## src/rtl/gmg_pkg.sv

```systemverilog
`default_nettype none
// ----------------------------------------------------------------------------
// gmg_pkg
// Shared widths, codes and types of the grid mesh generator.
// ----------------------------------------------------------------------------
package gmg_pkg;

  localparam int MAX_SIDE   = 1024;
  localparam int IDX_W      = 10;
  localparam int CNT_W      = 11;
  localparam int DIM_W      = 32;
  localparam int TEX_W      = 17;
  localparam int VTX_W      = 20;
  localparam int FRAC_W     = 16;
  localparam int KIND_W     = 2;
  localparam int CFG_IDX_W  = 2;
  localparam int PROD_W     = IDX_W + DIM_W;
  localparam int CELL_W     = IDX_W + CNT_W + 1;
  localparam int DIV_STEP   = 4;
  localparam int DIV_STAGES = DIM_W / DIV_STEP;

  localparam logic [CFG_IDX_W-1:0] CFG_GRID_WIDTH = 2'd0;
  localparam logic [CFG_IDX_W-1:0] CFG_GRID_DEPTH = 2'd1;
  localparam logic [CFG_IDX_W-1:0] CFG_ROW_COUNT  = 2'd2;
  localparam logic [CFG_IDX_W-1:0] CFG_COL_COUNT  = 2'd3;

  localparam logic [DIM_W-1:0] GRID_DIM_RESET  = 32'h0001_0000;
  localparam logic [CNT_W-1:0] GRID_CNT_RESET  = 11'd2;

  localparam logic CMD_VERTEX = 1'b0;
  localparam logic CMD_CELL   = 1'b1;

  typedef enum logic [KIND_W-1:0] {
    KIND_VERTEX = 2'd0,
    KIND_TRI    = 2'd1,
    KIND_ERROR  = 2'd2
  } kind_t;

  typedef struct packed {
    logic [DIM_W-1:0] width;
    logic [DIM_W-1:0] depth;
    logic [CNT_W-1:0] rows;
    logic [CNT_W-1:0] cols;
  } cfg_t;

  typedef struct packed {
    logic             valid;
    kind_t            kind;
    logic [VTX_W-1:0] tl;
    logic [VTX_W-1:0] bl;
  } side_t;

endpackage
`default_nettype wire

```

## src/rtl/gmg_div_lane.sv

```systemverilog
`default_nettype none
// ----------------------------------------------------------------------------
// gmg_div_lane
// Pipelined restoring divider, four quotient bits per stage, 10-bit divisor.
// ----------------------------------------------------------------------------
module gmg_div_lane import gmg_pkg::*; (
  input  logic              clk,
  input  logic              en,
  input  logic [PROD_W-1:0] dividend,
  input  logic [IDX_W-1:0]  divisor,
  output logic [DIM_W-1:0]  quotient
);

  logic [IDX_W-1:0] rem_q  [DIV_STAGES-1];
  logic [DIM_W-1:0] work_q [DIV_STAGES];

  for (genvar s = 0; s < DIV_STAGES; s++) begin : g_stage
    logic [IDX_W-1:0] rem_in;
    logic [IDX_W-1:0] rem_out;
    logic [DIM_W-1:0] work_in;
    logic [DIM_W-1:0] work_out;

    if (s == 0) begin : g_first
      // upper dividend bits already sit below the divisor for in-range requests
      assign rem_in  = dividend[PROD_W-1:DIM_W];
      assign work_in = dividend[DIM_W-1:0];
    end else begin : g_rest
      assign rem_in  = rem_q[s-1];
      assign work_in = work_q[s-1];
    end

    always_comb begin
      logic [IDX_W:0] trial;
      rem_out  = rem_in;
      work_out = work_in;
      for (int k = 0; k < DIV_STEP; k++) begin
        trial    = {rem_out, work_out[DIM_W-1]};
        work_out = {work_out[DIM_W-2:0], 1'b0};
        if (trial >= {1'b0, divisor}) begin
          rem_out     = IDX_W'(trial - {1'b0, divisor});
          work_out[0] = 1'b1;
        end else begin
          rem_out = trial[IDX_W-1:0];
        end
      end
    end

    if (s < DIV_STAGES - 1) begin : g_rem
      always_ff @(posedge clk) begin
        if (en) begin
          rem_q[s] <= rem_out;
        end
      end
    end

    always_ff @(posedge clk) begin
      if (en) begin
        work_q[s] <= work_out;
      end
    end
  end

  assign quotient = work_q[DIV_STAGES-1];

endmodule
`default_nettype wire

```

## config.mk

```make
export PLATFORM = sky130hd
export DESIGN_NAME = gmg_div_lane
export DESIGN_NICKNAME = d
export VERILOG_FILES = /design/src/rtl/gmg_pkg.sv /design/src/rtl/gmg_div_lane.sv
export SDC_FILE = /design/constraint.sdc
export NUM_CORES = 1
export LEC_CHECK = 0
export BUFFER_PORTS_ARGS = -buffer_cell sky130_fd_sc_hd__buf_2
export CAP_MARGIN = 40
export CORE_UTILIZATION = 57
export CTS_BUF_LIST = sky130_fd_sc_hd__clkbuf_8
export DETAILED_ROUTE_END_ITERATION = 16
export PLACE_DENSITY = 0.73
export SYNTH_ARGS = -nofsm -noshare
export SYNTH_HDL_FRONTEND = slang
export SYNTH_SLANG_ARGS = --single-unit
```

## constraint.sdc

```tcl
create_clock -name clk -period 14.75 [get_ports clk]
set_input_delay 0.7375 -clock clk [delete_from_list [all_inputs] [get_ports clk]]
set_output_delay 0.7375 -clock clk [all_outputs]
set_load 0.03 [all_outputs]
```

==> results.json <==
{
  "cts-root-buf": "clkbuf_8",
  "fin_tns_setup_ns": 0,
  "end_kind": "register",
  "period_share": 0.795,
  "async_reset_ff_frac": 0,
  "place_congestion": 0.976,
  "ant_nets": 0,
  "port_buffers": 85,
  "grt_pass1_wl_um": 111000,
  "synth_most_common_cell": "edfxtp_1",
  "grt_max_degree": 129,
  "maxCapViolCount": 0,
  "max_stage_delay_ns": 0.71,
  "synth_top_cell_area_share": 0.356,
  "maxSlewHeadroom": 0.363,
  "hp-class": "in -> reg",
  "cts_tree": "done",
  "grt_use_met3": 0.0407,
  "setup_viol": 0,
  "yosys.cell_types.count": 85,
  "die_area_um2": 49100,
  "synth_area_leader_cell": "edfxtp_1",
  "cp_data_arrival_time_ns": 12.12,
  "core.rowCount": 80,
  "cts_buffers": 58,
  "cts_setup_buffers": 0,
  "dp_hpwl_um": 51900,
  "wl_per_cell_um": 19.7,
  "grtUsageTotal": 0.282,
  "synth-edff-count": 326,
  "fin_nets": 3293,
  "drive_above_1_share": 0.117,
  "cts_max_level": 2,
  "path_clk_slew_ns": 0.07,
  "synthTopCellsByCount": "edfxtp_1 (326), ha_1 (320), inv_1 (195), a21oi_1 (188), o21ai_0 (181)",
  "start_kind": "input pin",
  "clk_latency_ns": 0.66,
  "critPathLaunch": "divisor[4]",
  "ys_seq_area_frac": 0.356,
  "syn_inst": 2747,
  "areaGrowthSynthToFinish_pct": 9.13,
  "cp_max_fo": 18,
  "clockBufferDepth": 3,
  "outcome": "finished, final reports clean",
  "grt-busiest-layer": "met2",
  "vias": 22147,
  "cts_resized": 0,
  "fmax_mhz": 85.3,
  "clkSinkCount": 326,
  "min_path_cells": 1,
  "cp_slowest_cell": "a211oi_2",
  "io_pins": 86,
  "antenna_cells": 0,
  "drtIter0Drc": 1704,
  "syn-cell-area_um2": 27500,
  "drc": 0,
  "synth_flop_cell": "edfxtp_1",
  "finalClockSkew_ns": 0.0167,
  "min_period_ns": 11.72,
  "r2r_start": "rem_q[3][5]",
  "overflow": 0,
  "via_per_inst": 6.24,
  "synthTopCellsByArea": "edfxtp_1 (36%), ha_1 (15%), xnor2_1 (4.1%)",
  "fillers": 3956,
  "fp.coreArea_um2": 47600,
  "die-height_um": 222,
  "die_w_um": 222,
  "worstMarginPinSlew_ns": 0.956,
  "crit_required_ns": 15.15,
  "hold_viol_final": 0,
  "use_met2": 0.465,
  "yosysWarnings": 0,
  "start_util": 0.577,
  "rsz0062_at_grt": "false",
  "grt_antenna_before_repair": 0,
  "gr-usage-met1": 0.365,
  "critPathKind": "in -> reg",
  "grt_pass1_vias": 21868,
  "avgSynthCellArea_um2": 10.0,
  "slew_violations": 0,
  "reg2reg_depth": 35,
  "wl_um": 70000,
  "synth_nets": 3152,
  "hp-start": "dividend[26]",
  "drt_pass1_iterations": 6,
  "hold_buffers": 0,
  "synth-seq-cells": 326
}
[layer usage]
layer,part of all wire,vias up
met5,0,-
met1,0.43,10459
met3,0.061,210
met2,0.47,733
li1,-,10745
met4,0.042,0
[path summary, 6_finish.rpt]
path	slack, ns	to
setup / recovery	3.03	rem_q[4][6]
hold / removal	0.24	work_q[0][30]
setup reg to reg	3.35	rem_q[4][6]
hold reg to reg	0.40	work_q[0][106]
[registers in the layout (all words and copies together) (netlist names)]
signal	flops
work_q	256
rem_q	70
[stage by stage]
step	area [um^2]	util	setup WS [ns]	std cells	hold WS, ns
after floorplan	27500	-	3.89	2747	0.400
after global placement	28700	0.603	2.75	3438	0.401
after detailed placement	28800	0.604	2.54	3442	0.405
after CTS	30000	0.630	3.21	3549	0.185
after global routing	30000	0.630	2.10	3550	0.213
final	30000	0.630	3.03	3550	0.241
[cell families after synthesis]
family | synth area share
AOI/OAI and AO/OA | 0.194
and+or+nand+nor | 0.130
adders and majority gates | 0.168
DFF | 0.356
buffers and inverters | 0.0336
xor gates and xnor gates | 0.0605
muxes | 0.0572
[worst max-delay path, delay by kind of cell]
family | cells | cell delay [ns]
buffers and inverters | 6 | 1.22
AOI/OAI and AO/OA | 22 | 7.18
muxes | 1 | 0.45
and+or+nand+nor | 5 | 1.35
adders and majority gates | 4 | 1.14
[placed cells by master (no fill, tap or decap), types with 10 or more instances in the layout]
master,n
and2_1,14
o211ai_1,33
nand2b_1,44
edfxtp_1,326
nand3b_1,12
inv_1,204
or2_2,10
buf_4,30
fa_1,31
o31a_1,17
nand2_1,164
o21ai_0,181
a31oi_1,10
or4_1,12
o21bai_1,17
o21a_1,66
nor4_1,12
a21o_1,75
nor3_1,46
a21oi_1,188
and3_1,12
mux2_2,97
nor2_1,168
or3_1,17
nand4_1,58
a211o_1,14
o31ai_1,22
a211oi_1,29
o221ai_1,23
xnor2_1,129
clkinv_1,17
nand3_1,45
nor2b_1,69
xor2_1,61
clkbuf_8,59
buf_2,85
ha_1,320
a221o_1,22
mux2i_1,45
[area by class of cell]
cell class / count / area, um^2 / share of cell area
multi-input cells: 2185 / 16800 / 0.560
flip-flops and latches: 326 / 9790 / 0.326
clock buffers: 59 / 812 / 0.0271
well taps: 615 / 769 / 0.0256
inverters: 199 / 747 / 0.0249
repair buffers: 118 / 698 / 0.0233
clock inverters: 48 / 402 / 0.0134
Power is not shown: default switching activity piles up to over one toggle a cycle in this logic, so the estimate is an artifact.
