$ cat src/rtl/gmg_pkg.sv
`default_nettype none
// ----------------------------------------------------------------------------
// gmg_pkg
// Shared widths, codes and types of the grid mesh generator.
// ----------------------------------------------------------------------------
package gmg_pkg;

  localparam int MAX_SIDE   = 1024;
  localparam int IDX_W      = 10;
  localparam int CNT_W      = 11;
  localparam int DIM_W      = 32;
  localparam int TEX_W      = 17;
  localparam int VTX_W      = 20;
  localparam int FRAC_W     = 16;
  localparam int KIND_W     = 2;
  localparam int CFG_IDX_W  = 2;
  localparam int PROD_W     = IDX_W + DIM_W;
  localparam int CELL_W     = IDX_W + CNT_W + 1;
  localparam int DIV_STEP   = 4;
  localparam int DIV_STAGES = DIM_W / DIV_STEP;

  localparam logic [CFG_IDX_W-1:0] CFG_GRID_WIDTH = 2'd0;
  localparam logic [CFG_IDX_W-1:0] CFG_GRID_DEPTH = 2'd1;
  localparam logic [CFG_IDX_W-1:0] CFG_ROW_COUNT  = 2'd2;
  localparam logic [CFG_IDX_W-1:0] CFG_COL_COUNT  = 2'd3;

  localparam logic [DIM_W-1:0] GRID_DIM_RESET  = 32'h0001_0000;
  localparam logic [CNT_W-1:0] GRID_CNT_RESET  = 11'd2;

  localparam logic CMD_VERTEX = 1'b0;
  localparam logic CMD_CELL   = 1'b1;

  typedef enum logic [KIND_W-1:0] {
    KIND_VERTEX = 2'd0,
    KIND_TRI    = 2'd1,
    KIND_ERROR  = 2'd2
  } kind_t;

  typedef struct packed {
    logic [DIM_W-1:0] width;
    logic [DIM_W-1:0] depth;
    logic [CNT_W-1:0] rows;
    logic [CNT_W-1:0] cols;
  } cfg_t;

  typedef struct packed {
    logic             valid;
    kind_t            kind;
    logic [VTX_W-1:0] tl;
    logic [VTX_W-1:0] bl;
  } side_t;

endpackage
`default_nettype wire

$ cat src/rtl/gmg_front.sv
`default_nettype none
// ----------------------------------------------------------------------------
// gmg_front
// First stage: range check, dividend products and cell corner indices.
// ----------------------------------------------------------------------------
module gmg_front import gmg_pkg::*; (
  input  logic              clk,
  input  logic              rst,
  input  logic              en,
  input  cfg_t              cfg,
  input  logic              in_valid,
  input  logic              cmd,
  input  logic [IDX_W-1:0]  row,
  input  logic [IDX_W-1:0]  col,
  output side_t             side,
  output logic [PROD_W-1:0] prod_x,
  output logic [PROD_W-1:0] prod_z,
  output logic [PROD_W-1:0] prod_u,
  output logic [PROD_W-1:0] prod_v
);

  logic              counts_ok;
  logic              vertex_bad;
  logic              cell_bad;
  logic [CNT_W-1:0]  row_e;
  logic [CNT_W-1:0]  col_e;
  logic [CNT_W-1:0]  row_p1;
  logic [CELL_W-1:0] tl_full;
  logic [CELL_W-1:0] bl_full;
  side_t             side_next;

  assign row_e  = CNT_W'(row);
  assign col_e  = CNT_W'(col);
  assign row_p1 = row_e + CNT_W'(1);

  assign counts_ok = (cfg.rows >= CNT_W'(2)) && (cfg.rows <= CNT_W'(MAX_SIDE))
                  && (cfg.cols >= CNT_W'(2)) && (cfg.cols <= CNT_W'(MAX_SIDE));
  assign vertex_bad = (row_e >= cfg.rows) || (col_e >= cfg.cols);
  assign cell_bad   = (row_e >= cfg.rows - CNT_W'(1)) || (col_e >= cfg.cols - CNT_W'(1));

  assign tl_full = CELL_W'(row) * CELL_W'(cfg.cols) + CELL_W'(col);
  assign bl_full = CELL_W'(row_p1) * CELL_W'(cfg.cols) + CELL_W'(col);

  always_comb begin
    side_next.valid = in_valid;
    side_next.tl    = tl_full[VTX_W-1:0];
    side_next.bl    = bl_full[VTX_W-1:0];
    if (!counts_ok) begin
      side_next.kind = KIND_ERROR;
    end else if (cmd == CMD_VERTEX) begin
      side_next.kind = vertex_bad ? KIND_ERROR : KIND_VERTEX;
    end else begin
      side_next.kind = cell_bad ? KIND_ERROR : KIND_TRI;
    end
  end

  always_ff @(posedge clk) begin
    if (rst) begin
      side <= '0;
    end else if (en) begin
      side <= side_next;
    end
  end

  always_ff @(posedge clk) begin
    if (en) begin
      prod_x <= PROD_W'(col) * PROD_W'(cfg.width);
      prod_z <= PROD_W'(row) * PROD_W'(cfg.depth);
      prod_u <= PROD_W'({col, FRAC_W'(0)});
      prod_v <= PROD_W'({row, FRAC_W'(0)});
    end
  end

endmodule
`default_nettype wire

$ cat config.mk
export PLATFORM = sky130hd
export DESIGN_NAME = gmg_front
export DESIGN_NICKNAME = d
export VERILOG_FILES = /design/src/rtl/gmg_pkg.sv /design/src/rtl/gmg_front.sv
export SDC_FILE = /design/constraint.sdc
export NUM_CORES = 2
export LEC_CHECK = 0
export BUFFER_PORTS_ARGS = -buffer_cell sky130_fd_sc_hd__buf_2
export CAP_MARGIN = 20
export CORE_UTILIZATION = 31
export DETAILED_ROUTE_END_ITERATION = 16
export HOLD_SLACK_MARGIN = 0.06
export PLACE_DENSITY_LB_ADDON = 0.25
export SLEW_MARGIN = 20
export SYNTH_ARGS = -nofsm -noshare
export SYNTH_HDL_FRONTEND = slang
export SYNTH_SLANG_ARGS = --single-unit
$ cat constraint.sdc
create_clock -name clk -period 11.2 [get_ports clk]
set_input_delay 2.24 -clock clk [delete_from_list [all_inputs] [get_ports clk]]
set_output_delay 2.24 -clock clk [all_outputs]
set_load 0.02 [all_outputs]
==> reports/metrics.yaml <==
netlist_area_um2: 34200
power_density_nw_per_um2: 289
portBuffers: 257
die_width_um: 334
postPlaceCellArea_um2: 36400
regArea_um2: 3980
numCtsBuffers: 17
final_core_utilization: 0.340
rsz0062_at_grt: "no"
avgSynthCellArea_um2: 9.13
yosys_warnings: 0
period_share: 0.747
cts-root-buf: "clkbuf_16"
drc: 0
synth-edff-count: 104
outcome: "finished, final reports clean"
antenna_found_initial: 16
synth.most_common_cell: "inv_1"
cp-end-kind: "flip-flop"
yosysTopAreaCell: "fa_1"
layout-area-overhead-vs-synth_pct: 8.41
cp_data_required_time_ns: 11.58
routed_via_density: 4.65
yosysTopAreaCellShare: 0.377
maxCapViolCount: 0
ff2ff_setup_slack_ns: 10.37
async_flop_share: 0
finalNetCount: 4902
critical-path-max-stage-delay_ns: 0.79
skew_ns: 0
grt_pass1_vias: 25800
grt_start_max_net_pins: 59
vias: 24500
timing.hold.ws_ns: 0.472
rr_startpoint: "side[38]"
fillCellCount: 11400
hold_buffers: 0
core_area_um2: 109000
start_util: 0.313
dieArea_um2: 112000
startpoint: "row[2]"
total_power_mw: 10.7
cts.htree.levels: 4
cp.arrival_ns: 8.75
period_minus_slack_ns: 8.36
ant_nets: 0
setup_ws_ns: 2.84
globalRouteTotalUtil: 0.173
worstHoldStart: "side[39]"
place_ws_ns: 2.37
holdCritPathClass: "reg2reg"
path_max_fanout: 26
cts.clk_slew.worst_paths_ns: 0.07
synth_area_leaders: "fa_1, ha_1, edfxtp_1, inv_1, and2_1"
drt-wirelength-per-cell_um: 17.6
drv_slew: 0
clockBufferDepth: 2
seq_area_frac_synth: 0.117
placed_cells: 5234
die_h_um: 334
tightestPinTransition_ns: 1.07
syn_inst: 3739
hold_viol_final: 0
final_area_um2: 37000
peakVddDrop_mv: 0.208
drtIter0Drc: 1160
ios: 322
grt_pass1_wl_mm: 149
p_leak_nw: 18.9
clk_latency_ns: 0.52
yosys-top-cells-count: "inv_1, fa_1, nand2_1, and2_1, ha_1"
clock-sinks: 147
synthFlopType: "edfxtp_1"
fin_tns_setup_ns: 0
routed_wl_mm: 92.5
crit_top_cell: "fa_1"
rows: 121
clock.fmax_mhz: 120
finalSetupViolCount: 0
multiInputGateArea_um2: 26500
cts_tree: "built"
drive_gt1_frac: 0.0872
path_cells: "buf_2 -> nand3_1 -> nor2_1 -> nand2_1 -> xnor2_1 -> nand2_1 -> fa_1 -> fa_1 -> fa_1 -> inv_1 -> fa_1 -> inv_1 -> fa_1 -> inv_1 -> ha_1 -> a21o_1 -> a31oi_1 -> o21ai_1 -> o41a_1 -> a211oi_1 -> and4b_1 -> nor4_1"
crit_path_start_kind: "input pin"
finalWeightedCongestion: 0.816
synth-seq-cells: 147
grt_overflow: 0
cts_setup_buffers: 0
finalNonFillerCells: 5268
max-slew-margin-rel: 0.280
cts_resized: 0
path_class: "in2reg"
ys_types: 79
dp_hpwl_mm: 71.8
crit_slowest_cell: "xnor2_1"
dr.pass1.iters: 5
## critical path: cells and delay by family
family	cells	cell delay, ns
AO/OA/AOI/OAI	5	1.20
buffers and inverters	4	0.61
adder cells (fa/ha/maj)	6	2.88
AND/OR/NAND/NOR	6	1.00
XOR/XNOR	1	0.79
## layer usage
layer | vias up | global-route usage | part of all wire
met2 | 507 | 0.275 | 0.46
li1 | 11400 | - | -
met3 | 83 | 0.0245 | 0.043
met5 | - | 0 | 0.0013
met1 | 12500 | 0.246 | 0.48
met4 | 18 | 0.0417 | 0.015
## kinds of logic after synthesis
family | synth area share
adders and majority gates | 0.490
DFF | 0.117
and+or+nand+nor | 0.169
buffers and inverters | 0.115
xor gates and xnor gates | 0.0356
muxes | 0.0100
AOI/OAI and AO/OA | 0.0636
other | 0.000110
## flip-flops by register name (all words and copies together), names as in the netlist
register	flops
side	43
prod_u	10
prod_z	42
prod_v	10
prod_x	42
## report_power, final
group	total, mW	switching, mW	internal [mW]
registers	1.18	0.0652	1.12
clock network	0.677	0.302	0.375
logic	8.85	5.22	3.63
## area by class of cell
cell class | count | share of cell area
antenna | 2 | 0.000135
clock buffer | 18 | 0.0116
clock inverter | 14 | 0.00534
inverter | 723 | 0.0733
multi-input combinational | 2675 | 0.715
sequential | 147 | 0.108
tap | 1414 | 0.0478
timing repair buffer | 275 | 0.0390
## path summary, 6_finish.rpt
| kind | endpoint | cells after the start |
|---|---|---|
| setup / recovery | side[19] | 22 |
| hold / removal | side[39] | 2 |
| setup reg to reg | side[38] | 2 |
| hold reg to reg | side[39] | 2 |
## cell usage in the layout (no fill, tap or decap), drive strengths merged, types with 8 or more instances in the layout
cell type	n
nor2	109
and3	16
nand2	503
a21o	70
a31oi	12
nand4	8
mux2i	32
conb	64
dfxtp	43
a21oi	97
a211oi	17
edfxtp	104
nand3	28
o21bai	11
xnor2	100
o211ai	9
and2	412
o21a	16
inv	728
nor2b	15
xor2	39
buf	274
nand2b	18
ha	308
clkbuf	19
o21ai	56
fa	644
nor3	22
(Power assumes the default switching activity.)
