==> src/rtl/gmg_pkg.sv <==
`default_nettype none
// ----------------------------------------------------------------------------
// gmg_pkg
// Shared widths, codes and types of the grid mesh generator.
// ----------------------------------------------------------------------------
package gmg_pkg;

  localparam int MAX_SIDE   = 1024;
  localparam int IDX_W      = 10;
  localparam int CNT_W      = 11;
  localparam int DIM_W      = 32;
  localparam int TEX_W      = 17;
  localparam int VTX_W      = 20;
  localparam int FRAC_W     = 16;
  localparam int KIND_W     = 2;
  localparam int CFG_IDX_W  = 2;
  localparam int PROD_W     = IDX_W + DIM_W;
  localparam int CELL_W     = IDX_W + CNT_W + 1;
  localparam int DIV_STEP   = 4;
  localparam int DIV_STAGES = DIM_W / DIV_STEP;

  localparam logic [CFG_IDX_W-1:0] CFG_GRID_WIDTH = 2'd0;
  localparam logic [CFG_IDX_W-1:0] CFG_GRID_DEPTH = 2'd1;
  localparam logic [CFG_IDX_W-1:0] CFG_ROW_COUNT  = 2'd2;
  localparam logic [CFG_IDX_W-1:0] CFG_COL_COUNT  = 2'd3;

  localparam logic [DIM_W-1:0] GRID_DIM_RESET  = 32'h0001_0000;
  localparam logic [CNT_W-1:0] GRID_CNT_RESET  = 11'd2;

  localparam logic CMD_VERTEX = 1'b0;
  localparam logic CMD_CELL   = 1'b1;

  typedef enum logic [KIND_W-1:0] {
    KIND_VERTEX = 2'd0,
    KIND_TRI    = 2'd1,
    KIND_ERROR  = 2'd2
  } kind_t;

  typedef struct packed {
    logic [DIM_W-1:0] width;
    logic [DIM_W-1:0] depth;
    logic [CNT_W-1:0] rows;
    logic [CNT_W-1:0] cols;
  } cfg_t;

  typedef struct packed {
    logic             valid;
    kind_t            kind;
    logic [VTX_W-1:0] tl;
    logic [VTX_W-1:0] bl;
  } side_t;

endpackage
`default_nettype wire

==> src/rtl/gmg_out_if.sv <==
`default_nettype none
// ----------------------------------------------------------------------------
// gmg_out_if
// Result channel: valid/ready handshake with vertex or triangle payload.
// ----------------------------------------------------------------------------
interface gmg_out_if import gmg_pkg::*; ();
  logic                    valid;
  logic                    ready;
  logic [KIND_W-1:0]       kind;
  logic signed [DIM_W-1:0] pos_x;
  logic signed [DIM_W-1:0] pos_z;
  logic [TEX_W-1:0]        tex_u;
  logic [TEX_W-1:0]        tex_v;
  logic [VTX_W-1:0]        corner_a;
  logic [VTX_W-1:0]        corner_b;
  logic [VTX_W-1:0]        corner_c;
  logic                    last;

  modport source (
    output valid, output kind, output pos_x, output pos_z, output tex_u,
    output tex_v, output corner_a, output corner_b, output corner_c,
    output last, input ready
  );
  modport sink (
    input valid, input kind, input pos_x, input pos_z, input tex_u,
    input tex_v, input corner_a, input corner_b, input corner_c,
    input last, output ready
  );
endinterface
`default_nettype wire

==> src/rtl/gmg_back.sv <==
`default_nettype none
// ----------------------------------------------------------------------------
// gmg_back
// Last stage: centering, saturation, field clearing and triangle beats.
// ----------------------------------------------------------------------------
module gmg_back import gmg_pkg::*; (
  input  logic             clk,
  input  logic             rst,
  input  cfg_t             cfg,
  input  side_t            side,
  input  logic [DIM_W-1:0] quot_x,
  input  logic [DIM_W-1:0] quot_z,
  input  logic [DIM_W-1:0] quot_u,
  input  logic [DIM_W-1:0] quot_v,
  output logic             en,
  gmg_out_if.source        rsp
);

  logic                    full;
  logic                    beat;
  kind_t                   kind;
  logic [DIM_W-1:0]        pos_x;
  logic [DIM_W-1:0]        pos_z;
  logic [TEX_W-1:0]        tex_u;
  logic [TEX_W-1:0]        tex_v;
  logic [VTX_W-1:0]        tl;
  logic [VTX_W-1:0]        tr;
  logic [VTX_W-1:0]        bl;
  logic [VTX_W-1:0]        br;

  logic signed [DIM_W:0]   x_wide;
  logic [DIM_W-1:0]        x_sat;
  logic [DIM_W-1:0]        z_val;
  logic                    is_vtx;
  logic                    is_tri;

  assign x_wide = $signed({1'b0, quot_x}) - $signed({2'b0, cfg.width[DIM_W-1:1]});
  // positive with bit 31 set is past the signed range
  assign x_sat  = (!x_wide[DIM_W] && x_wide[DIM_W-1]) ? {1'b0, {(DIM_W-1){1'b1}}}
                                                       : x_wide[DIM_W-1:0];
  assign z_val  = {1'b0, cfg.depth[DIM_W-1:1]} - quot_z;
  assign is_vtx = (side.kind == KIND_VERTEX);
  assign is_tri = (side.kind == KIND_TRI);

  assign en = !full || (rsp.ready && ((kind != KIND_TRI) || beat));

  always_ff @(posedge clk) begin
    if (rst) begin
      full <= 1'b0;
      beat <= 1'b0;
    end else if (en) begin
      full <= side.valid;
      beat <= 1'b0;
    end else if (rsp.ready) begin
      beat <= 1'b1;
    end
  end

  always_ff @(posedge clk) begin
    if (en) begin
      kind  <= side.kind;
      pos_x <= is_vtx ? x_sat : '0;
      pos_z <= is_vtx ? z_val : '0;
      tex_u <= is_vtx ? quot_u[TEX_W-1:0] : '0;
      tex_v <= is_vtx ? quot_v[TEX_W-1:0] : '0;
      tl    <= is_tri ? side.tl : '0;
      tr    <= is_tri ? side.tl + VTX_W'(1) : '0;
      bl    <= is_tri ? side.bl : '0;
      br    <= is_tri ? side.bl + VTX_W'(1) : '0;
    end
  end

  assign rsp.valid    = full;
  assign rsp.kind     = kind;
  assign rsp.pos_x    = pos_x;
  assign rsp.pos_z    = pos_z;
  assign rsp.tex_u    = tex_u;
  assign rsp.tex_v    = tex_v;
  assign rsp.corner_a = beat ? bl : tl;
  assign rsp.corner_b = tr;
  assign rsp.corner_c = beat ? br : bl;
  assign rsp.last     = (kind != KIND_TRI) || beat;

endmodule
`default_nettype wire

==> src/flat_wrapper.sv <==
// flat-port wrapper written by rule: the top's interface ports become plain ports
module gmg_back_flat import gmg_pkg::*;
  (clk, rst, cfg, side, quot_x, quot_z, quot_u, quot_v, en, rsp_valid, rsp_kind, rsp_pos_x, rsp_pos_z, rsp_tex_u, rsp_tex_v, rsp_corner_a, rsp_corner_b, rsp_corner_c, rsp_last, rsp_ready);
  gmg_out_if rsp_i ();
  input  logic clk;
  input  logic rst;
  input  cfg_t cfg;
  input  side_t side;
  input  logic [DIM_W-1:0] quot_x;
  input  logic [DIM_W-1:0] quot_z;
  input  logic [DIM_W-1:0] quot_u;
  input  logic [DIM_W-1:0] quot_v;
  output logic en;
  output wire logic [$bits(rsp_i.valid)-1:0] rsp_valid;
  output wire logic [$bits(rsp_i.kind)-1:0] rsp_kind;
  output wire logic [$bits(rsp_i.pos_x)-1:0] rsp_pos_x;
  output wire logic [$bits(rsp_i.pos_z)-1:0] rsp_pos_z;
  output wire logic [$bits(rsp_i.tex_u)-1:0] rsp_tex_u;
  output wire logic [$bits(rsp_i.tex_v)-1:0] rsp_tex_v;
  output wire logic [$bits(rsp_i.corner_a)-1:0] rsp_corner_a;
  output wire logic [$bits(rsp_i.corner_b)-1:0] rsp_corner_b;
  output wire logic [$bits(rsp_i.corner_c)-1:0] rsp_corner_c;
  output wire logic [$bits(rsp_i.last)-1:0] rsp_last;
  input wire logic [$bits(rsp_i.ready)-1:0] rsp_ready;
  assign rsp_valid = rsp_i.valid;
  assign rsp_kind = rsp_i.kind;
  assign rsp_pos_x = rsp_i.pos_x;
  assign rsp_pos_z = rsp_i.pos_z;
  assign rsp_tex_u = rsp_i.tex_u;
  assign rsp_tex_v = rsp_i.tex_v;
  assign rsp_corner_a = rsp_i.corner_a;
  assign rsp_corner_b = rsp_i.corner_b;
  assign rsp_corner_c = rsp_i.corner_c;
  assign rsp_last = rsp_i.last;
  assign rsp_i.ready = rsp_ready;
  gmg_back u_core (.clk(clk), .rst(rst), .cfg(cfg), .side(side), .quot_x(quot_x), .quot_z(quot_z), .quot_u(quot_u), .quot_v(quot_v), .en(en), .rsp(rsp_i));
endmodule
==> config.mk <==
export PLATFORM = sky130hd
export DESIGN_NAME = gmg_back_flat
export DESIGN_NICKNAME = d
export VERILOG_FILES = /design/src/rtl/gmg_pkg.sv /design/src/rtl/gmg_out_if.sv /design/src/rtl/gmg_back.sv /design/src/flat_wrapper.sv
export SDC_FILE = /design/constraint.sdc
export NUM_CORES = 1
export LEC_CHECK = 0
export ABC_AREA = 1
export BUFFER_PORTS_ARGS = -buffer_cell sky130_fd_sc_hd__buf_4
export CAP_MARGIN = 20
export CORE_AREA = 2 2 167 169
export CTS_CLUSTER_DIAMETER = 80
export DETAILED_ROUTE_END_ITERATION = 6
export DIE_AREA = 0 0 169 171
export MAX_ROUTING_LAYER = met4
export PLACE_DENSITY = 0.76
export SLEW_MARGIN = 15
export SYNTH_ARGS = -nofsm -noshare
export SYNTH_HDL_FRONTEND = slang
export SYNTH_SLANG_ARGS = --single-unit
==> constraint.sdc <==
create_clock -name clk -period 7.35 [get_ports clk]
set_clock_uncertainty 0.15 [all_clocks]
set_input_delay 0.3675 -clock clk [delete_from_list [all_inputs] [get_ports clk]]
set_output_delay 0.3675 -clock clk [all_outputs]
set_load 0.005 [all_outputs]
==> summary.md, run 1 <==
| Metric | Value |
|---|---|
| Outcome | finished with violations |
| Violated checks | DRC |
| H-tree Lvls | 4 |
| TritonCTS Buffers | 17 |
| Full die area | between 20000 and 30000 um2 |
| Drt wl/cell | roughly 15 um |
| Minimum clock period | 3.31 ns |
| WS Path Type | reg -> out |
| Row Count | slightly above 60 |
| Routed vias/inst | approximately 5.0 |
| Clk buf depth | 2 |
| Final Hold Fails | 0 |
| Sink Count | 182 |
| Seq/Total Area, Yosys | between 40 and 50% |
| Post-route cell area | 16000 um2 |
| Final Util | 58.7% |
| Clock slew at reported path FFs | approximately 0.08 ns |
| Gr usage total | about 25% |
| Setup TNS Final | 0 ns |
| Core area | about 27000 um2 |
| Crit path max fanout | 76 |
| Area grow syn2layout | 30.5% |
| Initial antenna violation count | 0 |
| Synthesis Warnings | 0 |
| Post-synth top area share | approximately 44% |
| Nets@finish | 2312 |
| Total gr overflow | 0 |
| Multi-input gate area | 5550 um2 |
| Starting Density | ~45% |
| Area leader, netlist | edfxtp_1 |
| Actual slew at the worst max-slew pin | approximately 1 ns |
| Synth cell count leaders | nand2_1, inv_1, nor2_1 |
| GRT Max-Usage Layer | met2 |
| Share of layout cells above drive strength 1 | about a quarter |
| Placed Area | between 15000 and 20000 um2 |
| EDFF count, synth | 180 |
| Initial detailed-routing violation count | between 1000 and 1500 |
| RSZ-0062 raised after global routing | false |
| Cell with the most instances after synthesis | nand2_1 |
| Post-DP HPWL | between 20000 and 30000 um |
| Post-CTS Resized | 0 |
| DRC | 3 |
| Syn_area_per_cell | 7.59 um2 |
| RD Place Congestion | just under 1 |
| Synth Instances | 1618 |
| Worst setup SP type | flop |
| Cts hold-fix bufs | 3 |
| Asr flop ratio synth | 0% |
| Worst Path Required | 6.83 ns |
| Final wirelength | ~36000 um |
| Antenna diode count | 0 |
| Synthesis-stage register bit count | between 150 and 200 |
| Pin count of the biggest net entering global routing | 82 |
| Slew margin rel. | around a third |
| Ys flop type | edfxtp_1 |
| Top Ports | about 420 |
| Post-synth cell types | 40 |
| Syn_nets | roughly 1900 |
| Met1 usage | between 30% and 40% |
| Antenna Nets Post-Route | 0 |
| Vias in the first global route | between 10000 and 15000 |
| Tightest Hold Check Type | in -> reg |
| Leakage | 8.22 nW |
| Max-Cap Viols | 0 |
| Post-CTS setup buffers | 0 |
| Die Y | between 150 and 200 um |
| Worst IR Drop VDD | roughly 0.10 mV |
| Slew Limit Fails | 0 |
| DRT Pass-1 Iters | 7 |
| Root Driver | clkbuf_16 |
| First-pass GRT wire length | around 54000 um |
| Mapped Area | roughly 12000 um2 |
| Fillers | 2493 |
| Vias | about 12000 |
| Sequential cell area | around 5400 um2 |
| Global-route met3 utilization | slightly below 3% |
| Later-pin clock latency in the skew report | approximately 0.45 ns |
| Final Setup Violations | 0 |
| Port bufs | around 370 |
| Setup crit end kind | primary output |
| Critical Path AT | about 2.8 ns |
| Die Wd | roughly 170 um |
| Met2 usage | 41.6% |
| Synth top area cells | edfxtp_1, nand2_1, inv_1 |
| FMAX | about 300 MHz |
| CTS tree | done |
| Fin crit share | a little under half |
| Cell area power density | ~190 nW/um2 |
[metal layers]
| metal | wire length (um) | vias to the layer above | share of wire, % |
|---|---|---|---|
| met5 | 0 | - | 0 |
| met2 | 17700 | 445 | 49 |
| met4 | 1010 | 0 | 2.8 |
| met1 | 15100 | 5306 | 42 |
| met3 | 2070 | 59 | 5.8 |
| li1 | - | 5928 | - |
[sequential cells by signal, summed over array words and instances, names as in the netlist]
name / flops
u_core.rsp.pos_x: 32
u_core.rsp.pos_z: 32
u_core.bl: 20
u_core.br: 20
u_core.rsp.corner_b: 20
u_core.tl: 20
u_core.rsp.tex_u: 17
u_core.rsp.tex_v: 17
u_core.rsp.kind: 2
u_core.beat: 1
u_core.rsp.valid: 1
[cells by family after synthesis]
kind of cell | after synthesis | share of synthesized area [%]
flip-flops | 182 | 44.3
XOR/XNOR | 18 | 1.28
AND/OR/NAND/NOR | 773 | 25.9
buffers and inverters | 340 | 10.6
AO/OA/AOI/OAI | 239 | 11.1
adder cells (fa/ha/maj) | 66 | 6.84
[layout by cell type (no fill, tap or decap), types with 5 or more instances in the layout]
cell type / count
nand4_1: 7
inv_1: 298
xor2_1: 5
o21a_1: 6
nand2_2: 7
clkbuf_16: 17
nand3_1: 38
edfxtp_1: 180
o21bai_1: 5
buf_4: 374
ha_1: 64
nor2_2: 5
nand2_1: 402
o21ai_0: 60
nand3b_1: 13
a21oi_2: 30
nor3_1: 40
nor2_1: 240
a21oi_1: 121
nor4_1: 6
inv_2: 14
o21ai_1: 6
xnor2_1: 13
a21o_1: 7
[final timing paths]
| kind | depth (start not counted) | from | slack, ns | endpoint |
|---|---|---|---|---|
| max | 6 | u_core.rsp.kind[1] | 4.04 | en |
| min | 3 | side[42] | 0.02 | u_core.rsp.valid |
| max reg2reg | 5 | u_core.rsp.kind[1] | 4.70 | u_core.rsp.tex_u[15] |
| min reg2reg | 3 | u_core.beat | 0.76 | u_core.beat |
[metrics by stage]
step | setup WS (ns) | power (W) | cells | hold WS [ns]
after CTS | 3.99 | 0.00300 | 2345 | 0.000948
after global routing | 3.85 | 0.00312 | 2345 | 0.0146
after detailed placement | 4.37 | 0.00207 | 2310 | 0.394
after global placement | 4.42 | 0.00206 | 2310 | 0.389
after floorplan | 2.01 | 0.00172 | 1618 | 0.287
final | 4.04 | 0.00298 | 2345 | 0.0184
[power breakdown]
group | leakage [nW] | switching (W) | internal [W]
logic | 5.90 | 0.000435 | 0.000330
registers | 2.04 | 0.0000319 | 0.00125
clock network | 0.282 | 0.000446 | 0.000486
[critical path, cell delays in order (launching register included)]
cell	delay [ns]
edfxtp_1	0.37
nor2_1	0.06
nand2_1	0.08
nand2_1	0.09
nand2_4	0.51
buf_4	0.86
buf_4	0.24
[layout make-up]
class                           count  area share, %
Clock buffer                       19           2.70
Clock inverter                     13          0.983
Inverter                          312           7.31
Multi-Input combinational cell   1096           34.6
Sequential cell                   182           34.0
Tap cell                          346           2.70
Timing Repair Buffer              377           17.7
Power figures use the tool's default switching activity.
==> inputs of run 2 (changes only) <==
ABC_AREA = 0   (was 1)
CORE_AREA = 2 2 166 168   (was 2 2 167 169)
DIE_AREA = 0 0 168 170   (was 0 0 169 171)
PLACE_DENSITY = 0.77   (was 0.76)
clock period = 3 ns   (was 7.35 ns; I/O delays follow)
==> summary.md, run 2 <==
| Metric | Value |
|---|---|
| Root Driver | clkbuf_16 (unchanged) |
| Initial antenna violation count | 1 (was 0) |
| Max-Cap Viols | 0 (unchanged) |
| CTS tree | done (unchanged) |
| Synth Instances | 1088 (was 1618) |
| Overall power | 0.00741 W (was 0.00298 W) |
| RR Startpoint | u_core.rsp.kind[1] (unchanged) |
| Setup TNS Final | 0 ns (unchanged) |
| R2r worst-path depth | 5 (unchanged) |
| First-pass GRT wire length | 51100 um (was 54100 um) |
| Routed vias/inst | 5.31 (was 5.01) |
| Syn_area_per_cell | 10.5 um2 (was 7.59 um2) |
| Slew margin rel. | 59.8% (was 33.6%) |
| Most common cell after layout, fill and taps aside | buf_4 (was nand2_1) |
| Area leader, netlist | edfxtp_1 (unchanged) |
| Power share of the clock group | 30.3% (was 31.3%) |
| Slew Limit Fails | 0 (unchanged) |
| Row Count | 60 (was 61) |
| Worst setup SP type | primary input (was flop) |
| Gr usage total | 23.4% (was 24.5%) |
| Internal power | 0.00524 W (was 0.00207 W) |
| RD Place Congestion | 0.908 (was 0.960) |
| Antenna Nets Post-Route | 0 (unchanged) |
| DRT Pass-1 Iters | 5 (was 7) |
| Post-synthesis compound-gate area fraction | 15.0% (was 11.1%) |
| Crit path max fanout | 17 (was 76) |
| Synthesis Warnings | 0 (unchanged) |
| H-tree Lvls | 4 (unchanged) |
| Asr flop ratio synth | 0% (unchanged) |
| Synth cell count leaders | edfxtp_1, nor2_1, and2_1 (was nand2_1, inv_1, nor2_1) |
| Initial detailed-routing violation count | 653 (was 1024) |
| Fillers | 2193 (was 2493) |
| Actual slew at the worst max-slew pin | 0.599 ns (was 0.996 ns) |
| Leakage | 7.43 nW (was 8.22 nW) |
| Nets@finish | 1880 (was 2312) |
| Total gr overflow | 0 (unchanged) |
| Area grow syn2layout | 42.2% (was 30.5%) |
| Switching share of power | 29.3% (was 30.6%) |
| Cells along the critical path | buf_4, inv_1, ha_1, nor2b_1, o31ai_1, a21oi_2, a211oi_2, nor4b_2, a211oi_2, mux2i_4, buf_12, o211ai_1 (was nor2_1, nand2_1, nand2_1, nand2_4, buf_4, buf_4) |
| Synthesis-stage register bit count | 182 (unchanged) |
| Syn_nets | 1414 (was 1944) |
| Clock slew at reported path FFs | 0.07 ns (was 0.08 ns) |
| Final Hold Fails | 0 (unchanged) |
| Fin crit share | around 88% |
| Setup crit end kind | flop (was primary output) |
| Mux cell area share after synthesis | 4.28% (was 0%) |
| RSZ-0062 raised after global routing | false (unchanged) |
| Post-synthesis adder-cell area fraction | 7.33% (was 6.84%) |
| CP delay by family, top | compound AO/OA/AOI/OAI gates (was buffers and inverters) |
| Simple-gate share of the synthesized area | 15.9% (was 25.9%) |
| Later-pin clock latency in the skew report | 0.42 ns (was 0.45 ns) |
| Worst Hold Margin | 0.0181 ns (was 0.0184 ns) |
| Commonest cells after routing, fill and taps aside | buf_4, edfxtp_1, nor2_1 (was nand2_1, buf_4, inv_1) |
| Sequential cell area | 5450 um2 (about the same) |
| Ys flop type | edfxtp_1 (unchanged) |
| Full die area | 28600 um2 (was 28900 um2) |
| CP max stage cell | o31ai_1 (was buf_4) |
| Sequential power share | 43.0% (about the same) |
| Outcome | completed (was finished with violations) |
| Top Ports | 423 (unchanged) |
| Tightest Hold Check Type | in -> reg (unchanged) |
| WS Path Type | in -> reg (was reg -> out) |
| FMAX | ~380 MHz |
| Worst Path Required | 3.02 ns (was 6.83 ns) |
| NetSw | 0.00217 W (was 0.000913 W) |
| Post-synth cell types | 62 (was 40) |
| Vias in the first global route | 9958 (was 10700) |
| Synth top area cells | edfxtp_1, ha_1, and2_1 (was edfxtp_1, nand2_1, inv_1) |
| Seq/Total Area, Yosys | 47.5% (was 44.3%) |
| Pin count of the biggest net entering global routing | 57 (was 82) |
| Biggest regs | u_core.rsp.pos_x (32), u_core.rsp.pos_z (32) (unchanged) |
| Final wirelength | 33400 um (was 35900 um) |
| Vias | 10100 (was 11700) |
| Clk buf depth | 2 (unchanged) |
| Instance count on the critical path | 12 (was 6) |
| TritonCTS Buffers | 17 (unchanged) |
| Share of layout cells above drive strength 1 | 33.7% (was 23.6%) |
| Mapped Area | 11500 um2 (was 12300 um2) |
| Worst reg2reg path endpoint | u_core.br[17] (was u_core.rsp.tex_u[15]) |
| Largest family of logic cells by synthesized area | simple AND/OR/NAND/NOR gates (unchanged) |
| Worst IR Drop VDD | 0.331 mV (was 0.105 mV) |
| R2R setup slack | 0.95 ns (was 4.70 ns) |
| Die Y | 170 um (was 171 um) |
| CP Capture Point | u_core.rsp.pos_x[30] (was en) |
| Critical Path AT | 2.66 ns (was 2.79 ns) |
| Placed Cells | 1795 (was 2310) |
| Sink Count | 182 (unchanged) |
| Cell with the most instances after synthesis | edfxtp_1 (was nand2_1) |
| Drt wl/cell | 17.5 um (was 15.3 um) |
| Minimum clock period | about 2.6 ns |
| Comb pwr share | 26.8% (was 25.7%) |
| Post-DP HPWL | 25000 um (was 28500 um) |
| CP most frequent cell | a211oi_2 |
| Final Setup Violations | 0 (unchanged) |
| DRC | 0 (was 3) |
| Multi-input gate area | 5580 um2 (was 5550 um2) |
| Starting Density | 43.0% (was 45.0%) |
| CP startpoint | cfg[56] (was u_core.rsp.kind[1]) |
| Post-synth top area share | 47.2% (was 44.0%) |
| Cell area power density | 455 nW/um2 (was 186 nW/um2) |
| Post-CTS Resized | 0 (unchanged) |
| Core area | 26700 um2 (was 27300 um2) |
| Port bufs | 368 (unchanged) |
| Non-Filler Instances | 1910 (was 2345) |
| Critical path's largest stage delay | 0.37 ns (was 0.86 ns) |
| WP buf/inv | 3 (was 2) |
| Die Wd | 168 um (was 169 um) |
| Xor/xnor cell area share of the yosys netlist | 5.65% (was 1.28%) |
| EDFF count, synth | 180 (unchanged) |
[run 2: cells by family (layout without fill, tap and decap cells)]
logic type      after synthesis  after routing
simple gates                364            364
compound gates              237            237
flops                       182            182
buf+inv                     121            600
xor+xnor                     74             74
fa+ha+maj                    66             66
mux                          44             44
other cells                   0              2
[run 2: per-layer routing]
metal  track usage, %  up-vias  wire length [um]
li1                 -     4862                 -
met2             40.3      377             17000
met4             7.11        0               767
met3             5.40       48              2370
met1             27.3     4846             13300
met5                -        -                 0
[run 2: what timing repair did]
item                                   CTS  global route
buffers inserted                         0             0
hold buffers                            81             0
endpoints found under the hold margin  117             0
[run 2: final cells by class]
| type | instances | share of cell area [%] |
|---|---|---|
| tap | 341 | 2.62 |
| inverter | 78 | 1.80 |
| timing repair buffer | 490 | 24.3 |
| clock inverter | 14 | 0.982 |
| sequential | 182 | 33.4 |
| antenna | 2 | 0.0307 |
| multi-input combinational | 785 | 34.2 |
| clock buffer | 18 | 2.63 |
[run 2: worst register-to-register path, stage by stage (launching register included)]
cell	delay, ns
edfxtp_1	0.40
nor2_1	0.06
nand2_1	0.14
nand2_1	0.18
nand2_8	0.39
buf_4	0.41
[run 2: how the worst min path moves through the flow]
stage / from / to / cells past startpoint
3_5_place_dp: rst / u_core.rsp.valid / 2
2_1_floorplan: rst / u_core.rsp.valid / 1
3_3_place_gp: rst / u_core.rsp.valid / 2
6_report: quot_z[1] / u_core.rsp.pos_z[1] / 3
5_1_grt: quot_z[1] / u_core.rsp.pos_z[1] / 3
4_1_cts: quot_z[1] / u_core.rsp.pos_z[1] / 3
[run 2: power by group through the flow]
| stage | logic, W | registers (W) | clock network [W] |
|---|---|---|---|
| 6_report | 0.00198 | 0.00318 | 0.00225 |
| 5_1_grt | 0.00215 | 0.00321 | 0.00239 |
| 4_1_cts | 0.00198 | 0.00318 | 0.00229 |
| 3_5_place_dp | 0.00188 | 0.00323 | 0 |
| 3_3_place_gp | 0.00185 | 0.00323 | 0 |
| 2_1_floorplan | 0.000947 | 0.00323 | 0 |
[run 2: stage by stage]
stage | utilization (%) | cell area, um2 | setup WS (ns)
2_1_floorplan | - | 11500 | 0.0840
3_3_place_gp | 55.9 | 14900 | -0.0524
3_5_place_dp | 55.9 | 14900 | -0.0952
4_1_cts | 61.2 | 16300 | 0.364
5_1_grt | 61.2 | 16300 | 0.158
6_report | 61.2 | 16300 | 0.356
